### src/rtl/core/sli_pkg.sv
// Shared types and codes for the sorted list insert/remove block.
package sli_pkg;

  localparam int unsigned CAPACITY_DEF = 16;

  localparam logic FUNC_INSERT = 1'b0;
  localparam logic FUNC_REMOVE = 1'b1;

  localparam logic [1:0] ST_OK        = 2'd0;
  localparam logic [1:0] ST_FULL      = 2'd1;
  localparam logic [1:0] ST_NOT_FOUND = 2'd2;
  localparam logic [1:0] ST_EMPTY     = 2'd3;

  typedef struct packed {
    logic              func;
    logic signed [31:0] value;
  } sli_in_t;

  typedef struct packed {
    logic [1:0]         status;
    logic signed [31:0] removed_value;
    logic [4:0]         entry_count;
    logic signed [31:0] smallest_value;
  } sli_out_t;

  // Broadcast to every cell of the chain
  typedef struct packed {
    logic               ins_en;
    logic               rem_en;
    logic signed [31:0] key;
  } sli_ctrl_t;

  // What a cell shows its neighbors and the top level
  typedef struct packed {
    logic               valid;
    logic signed [31:0] value;
    logic               ge;     // valid and value >= key
    logic               open;   // insert lands here or further left
  } sli_link_t;

endpackage

### src/rtl/core/sorted_list_insert_remove.sv
// Top level of the sorted list: cell chain, found detection and result register.
// Keeps up to CAPACITY signed 32-bit values in ascending order in a row of cells,
// one value per cell. Every cell compares its value with the incoming key at once,
// so a new transfer can be taken every cycle that the result side keeps up; the
// result is registered and appears in the cycle after the input transfer. The
// critical path is one 32-bit compare per cell plus the OR across all cells that
// decides whether a remove found its value. Inserts go ahead of equal stored
// values; an insert into a full list is dropped (status full), a remove of an
// absent value reports not found, and a remove from an empty list reports empty.
// Each result also carries the entry count and the head value.
module sorted_list_insert_remove import sli_pkg::*; #(
  parameter int unsigned CAPACITY = CAPACITY_DEF
) (
  input  logic     clk,
  input  logic     rst_n,
  input  logic     in_valid,
  output logic     in_ready,
  input  sli_in_t  in_data,
  output logic     out_valid,
  input  logic     out_ready,
  output sli_out_t out_data
);

  localparam int unsigned CW = $clog2(CAPACITY + 1);

  sli_ctrl_t              ctrl;
  sli_link_t              links [CAPACITY];
  logic [CAPACITY-1:0]    hit_vec;
  logic [CAPACITY-1:0]    valid_vec;
  logic                   in_xfer, is_ins, is_rem, full, empty, found;
  logic [CW-1:0]          count_r, count_nxt;
  logic [CW+4:0]          count_ext;
  logic                   out_valid_r;
  logic [1:0]             status_r, status_nxt;
  logic signed [31:0]     removed_r, removed_nxt;

  assign in_ready = !out_valid_r || out_ready;
  assign in_xfer  = in_valid && in_ready;
  assign is_ins   = in_data.func == FUNC_INSERT;
  assign is_rem   = in_data.func == FUNC_REMOVE;
  assign full     = links[CAPACITY-1].valid;
  assign empty    = !links[0].valid;
  assign found    = |hit_vec;

  assign ctrl.key    = in_data.value;
  assign ctrl.ins_en = in_xfer && is_ins && !full;
  assign ctrl.rem_en = in_xfer && is_rem && found;

  for (genvar i = 0; i < CAPACITY; i++) begin : g_cell
    localparam int unsigned LI = (i == 0) ? 0 : i - 1;
    localparam int unsigned RI = (i == CAPACITY - 1) ? i : i + 1;
    sli_cell u_cell (
      .clk        (clk),
      .rst_n      (rst_n),
      .ctrl       (ctrl),
      .left_link  (links[LI]),
      .has_left   (i != 0),
      .right_link (links[RI]),
      .has_right  (i != CAPACITY - 1),
      .link       (links[i]),
      .hit        (hit_vec[i])
    );
    assign valid_vec[i] = links[i].valid;
  end

  always_comb begin
    count_nxt   = count_r;
    status_nxt  = ST_OK;
    removed_nxt = '0;
    if (is_ins) begin
      if (full) begin
        status_nxt = ST_FULL;
      end else begin
        count_nxt = count_r + CW'(1);
      end
    end else if (empty) begin
      status_nxt = ST_EMPTY;
    end else if (!found) begin
      status_nxt = ST_NOT_FOUND;
    end else begin
      count_nxt   = count_r - CW'(1);
      removed_nxt = in_data.value;
    end
  end

  always_ff @(posedge clk) begin
    if (!rst_n) begin
      count_r     <= '0;
      out_valid_r <= 1'b0;
    end else begin
      if (in_xfer) begin
        count_r <= count_nxt;
      end
      if (in_xfer) begin
        out_valid_r <= 1'b1;
      end else if (out_ready) begin
        out_valid_r <= 1'b0;
      end
    end
  end

  always_ff @(posedge clk) begin
    if (in_xfer) begin
      status_r  <= status_nxt;
      removed_r <= removed_nxt;
    end
  end

  // store only changes on an input transfer, which never leaves a result pending
  assign count_ext               = (CW + 5)'(count_r);
  assign out_valid               = out_valid_r;
  assign out_data.status         = status_r;
  assign out_data.removed_value  = removed_r;
  assign out_data.entry_count    = count_ext[4:0];
  assign out_data.smallest_value = links[0].valid ? links[0].value : 32'sd0;

  a_packed_valid: assert property (@(posedge clk) disable iff (!rst_n)
    ((valid_vec & (valid_vec + CAPACITY'(1))) == '0) &&
    ($countones(valid_vec) == count_r))
    else $error("valid bits not packed or count mismatch");

  a_single_hit: assert property (@(posedge clk) disable iff (!rst_n)
    $onehot0(hit_vec))
    else $error("more than one removal candidate");

  a_insert_count: assert property (@(posedge clk) disable iff (!rst_n)
    ctrl.ins_en |=> count_r == $past(count_r) + CW'(1))
    else $error("insert did not grow the list");

  a_remove_count: assert property (@(posedge clk) disable iff (!rst_n)
    ctrl.rem_en |=> count_r == $past(count_r) - CW'(1))
    else $error("remove did not shrink the list");

  a_result_follows: assert property (@(posedge clk) disable iff (!rst_n)
    in_xfer |=> out_valid)
    else $error("no result after input transfer");

endmodule

### src/rtl/core/sli_cell.sv
// One slot of the sorted chain: compare against the key and shift left or right.
module sli_cell import sli_pkg::*; (
  input  logic      clk,
  input  logic      rst_n,
  input  sli_ctrl_t ctrl,
  input  sli_link_t left_link,
  input  logic      has_left,
  input  sli_link_t right_link,
  input  logic      has_right,
  output sli_link_t link,
  output logic      hit
);

  logic               valid_r, valid_nxt;
  logic signed [31:0] value_r, value_nxt;
  logic               ge, open, left_open, left_ge;

  assign ge        = valid_r && (value_r >= ctrl.key);
  assign open      = !valid_r || ge;
  assign left_open = has_left && left_link.open;
  assign left_ge   = has_left && left_link.ge;

  // first stored entry not below the key, and it matches
  assign hit = ge && !left_ge && (value_r == ctrl.key);

  assign link.valid = valid_r;
  assign link.value = value_r;
  assign link.ge    = ge;
  assign link.open  = open;

  always_comb begin
    valid_nxt = valid_r;
    value_nxt = value_r;
    if (ctrl.ins_en && open) begin
      if (left_open) begin
        value_nxt = left_link.value;
        valid_nxt = left_link.valid;
      end else begin
        value_nxt = ctrl.key;
        valid_nxt = 1'b1;
      end
    end else if (ctrl.rem_en && ge) begin
      value_nxt = right_link.value;
      valid_nxt = has_right && right_link.valid;
    end
  end

  always_ff @(posedge clk) begin
    if (!rst_n) begin
      valid_r <= 1'b0;
    end else begin
      valid_r <= valid_nxt;
    end
  end

  always_ff @(posedge clk) begin
    value_r <= value_nxt;
  end

endmodule

### config.mk
export PLATFORM = sky130hd
export DESIGN_NAME = sorted_list_insert_remove
export DESIGN_NICKNAME = d
export VERILOG_FILES = /design/src/rtl/core/sli_pkg.sv /design/src/rtl/core/sorted_list_insert_remove.sv /design/src/rtl/core/sli_cell.sv
export SDC_FILE = /design/constraint.sdc
export NUM_CORES = 2
export LEC_CHECK = 0
export BUFFER_PORTS_ARGS = -buffer_cell sky130_fd_sc_hd__buf_2
export CELL_PAD_IN_SITES_DETAIL_PLACEMENT = 1
export CELL_PAD_IN_SITES_GLOBAL_PLACEMENT = 2
export CORE_MARGIN = 2
export CORE_UTILIZATION = 45
export DETAILED_ROUTE_END_ITERATION = 8
export PLACE_DENSITY = 0.84
export SKIP_CTS_REPAIR_TIMING = 1
export SLEW_MARGIN = 20
export SYNTH_ARGS = -nofsm -noshare
export SYNTH_HDL_FRONTEND = slang
export SYNTH_HIERARCHICAL = 1
export SYNTH_SLANG_ARGS = --single-unit
### constraint.sdc
create_clock -name clk -period 11.2 [get_ports clk]
set_input_delay 1.12 -clock clk [delete_from_list [all_inputs] [get_ports clk]]
set_output_delay 1.12 -clock clk [all_outputs]
set_load 0.005 [all_outputs]
==> impl_results.md <==
* Outcome: finished, final reports clean
* Rows at 117
* Clock Skew at 0.01782 ns
* Multi-input gate area at 26010 um^2
* Clk sink count at 568
* Register cell area after layout at 16840 um^2
* Diodes inserted at 0
* Worst hold slack at 0.4845 ns
* Die Area at 104900 um^2
* GPL Wtd Cong at 0.8364
* Clock power frac at 35.6%
* # fillers at 11040
* Worst Tran Pin Value at 1.476 ns
* CTS H-tree lvls at 3
* Root Buffer: clkbuf_16
* Max frequency at 0.1583 GHz
* Num ports at 110
* Critical path endpoint category: flip-flop
* Syn Inst Count at 4138
* Final Cycle Share at 56.40%
* Crit Path Max Fanout at 48
* Mapped Area at 46030 um^2
* Final setup vio count at 0
* VDD IR max at 99.26 uV
* Vias/cell at 5.495
* CTS tree: built
* Core area at 101600 um^2
* Worst R2R Path Depth at 19
* Largest net degree at the start of global routing at 49
* Crit path time final at 6.317 ns
* RSZ-0062 raised after global routing: false
* Sum Neg Setup Slack at 0 ns
* Initial core utilization at 45.31%
* Placed Area at 47730 um^2
* Final #Nets at 4810
* Warnings from Yosys at 6
* Sw power at 0.001929 W
* Share of cells above drive strength 1 at 21.12%
* Cell Int Power at 0.004623 W
* Commonest non-fill, non-tap cell in the layout: inv_1
* Num CTS Buffers at 74
* Synth Area per Inst at 11.12 um^2
* Drt pass-1 iters at 5
* Arrival time at the worst endpoint at 6.68 ns
* Fin area at 50070 um^2
* Layout area overhead at 8.771%
* Routed WL at 115300 um
* Detail Route Antenna Nets at 0
* Vias in the first global route at 33340
* Die Wd at 323.8 um
* GRT Util Overall at 22.15%
* Endpoints failing hold at 0
* Final HPWL DP at 92080 um
* Grt total ovfl at 0
* Hold Path Origin: count_r[2]
* Initial DRC Count at 1264
* Most frequent cells in the layout: inv_1, mux2_2, edfxtp_1
* First-pass GRT wire length at 186100 um
* Reg2reg setup slack at 5.58 ns
* Max-slew violations at 0
* Max_slew headroom at 1.360%
* Comb power frac at 23.2%
* DRC viols at 0
* RR Startpoint: g_cell[0].u_cell/value_r[7]
* WL/cell at 20.29 um
* CTS max path bufs at 3
* Worst-Skew Late Latency at 0.62 ns
* Crit start category: input port
* Die Height at 323.8 um
* P_leak at 20.85 nW
* Worst path required time at 11.56 ns
* I/O Buffers at 109
* HP Class: flip-flop to flip-flop
* Hold path endpoint: count_r[2]
* Core Util, Final at 49.29%
* Initial antenna violation count at 1
* PwrDens at 130.9 nW/um^2
* Crit Path Category: input port to flip-flop
* Reg power frac at 41.2%
* Max_cap viols at 0
* Switching Fraction at 29.44%
* Hold depth at 2
* Via count at 31220
* CTS clock-pin slew for the worst setup and hold paths at 0.06 ns
* R2R Path End: g_cell[9].u_cell/value_r[4]
-- worst max-delay path, stage by stage --
cell and delay, ns:
buf_2 0.53, inv_1 0.11, ha_1 0.34, a21oi_1 0.15, o21ai_1 0.09, a221oi_1 0.66
nor3b_2 0.12, a211oi_1 0.44, xnor2_1 0.16, a21boi_1 0.19, nand2_1 0.08, nand2_1 0.06
nor2_1 0.06, or4_1 0.62, nor4_1 0.47, nor2_4 0.06, buf_4 0.30, nand2_1 0.14
nor2_1 0.04, a311o_1 0.56, buf_4 0.34
-- area by class of cell --
cell class | instances | area share, %
repair buffers | 162 | 1.884
flip-flops and latches | 568 | 33.62
well taps | 1368 | 3.418
clock inverters | 35 | 0.5198
multi-input cells | 2857 | 51.95
clock buffers | 98 | 4.151
inverters | 594 | 4.453
-- how the worst max path moves through the flow --
| stage | startpoint | end | slack [ns] | depth (start not counted) |
|---|---|---|---|---|
| global route | in_data[5] | g_cell[4].u_cell/value_r[17] | 4.44 | 21 |
| CTS | in_data[5] | g_cell[4].u_cell/value_r[24] | 4.93 | 21 |
| global placement | in_data[5] | g_cell[8].u_cell/value_r[21] | 4.40 | 21 |
| finish | in_data[5] | g_cell[9].u_cell/value_r[4] | 4.88 | 21 |
| detailed placement | in_data[5] | g_cell[8].u_cell/value_r[23] | 4.29 | 21 |
| floorplan | in_data[27] | g_cell[0].u_cell/value_r[0] | 5.00 | 17 |
-- per-stage QoR --
stage	instances	power, W	setup slack [ns]
2_1_floorplan	4184	0.003855	4.999
3_3_place_gp	5549	0.004206	4.401
3_5_place_dp	5549	0.004269	4.285
4_1_cts	5682	0.006639	4.930
5_1_grt	5682	0.006896	4.443
6_report	5682	0.006552	4.883
-- metal layers --
metal	wire (um)	track usage [%]	vias to the layer above
met4	3414	6.605	2
met1	51770	27.79	15380
li1	-	-	15340
met2	57530	40.00	342
met3	2533	2.254	160
met5	13	0	-
-- power by group through the flow --
stage / Clock, W / Sequential (W) / Combinational (W)
finish: 0.00234 / 0.00270 / 0.00152
global route: 0.00247 / 0.00272 / 0.00170
CTS: 0.00240 / 0.00270 / 0.00154
detailed placement: 0 / 0.00274 / 0.00153
global placement: 0 / 0.00273 / 0.00147
floorplan: 0 / 0.00266 / 0.00119
-- state kept, by name, summed over array words and instances (netlist names) --
signal,cells
removed_r,32
count_r,5
status_r,2
g_cell.u_cell/valid_r,16
out_valid,1
g_cell.u_cell/value_r,512
No activity file was read; power rests on OpenSTA's default activity.
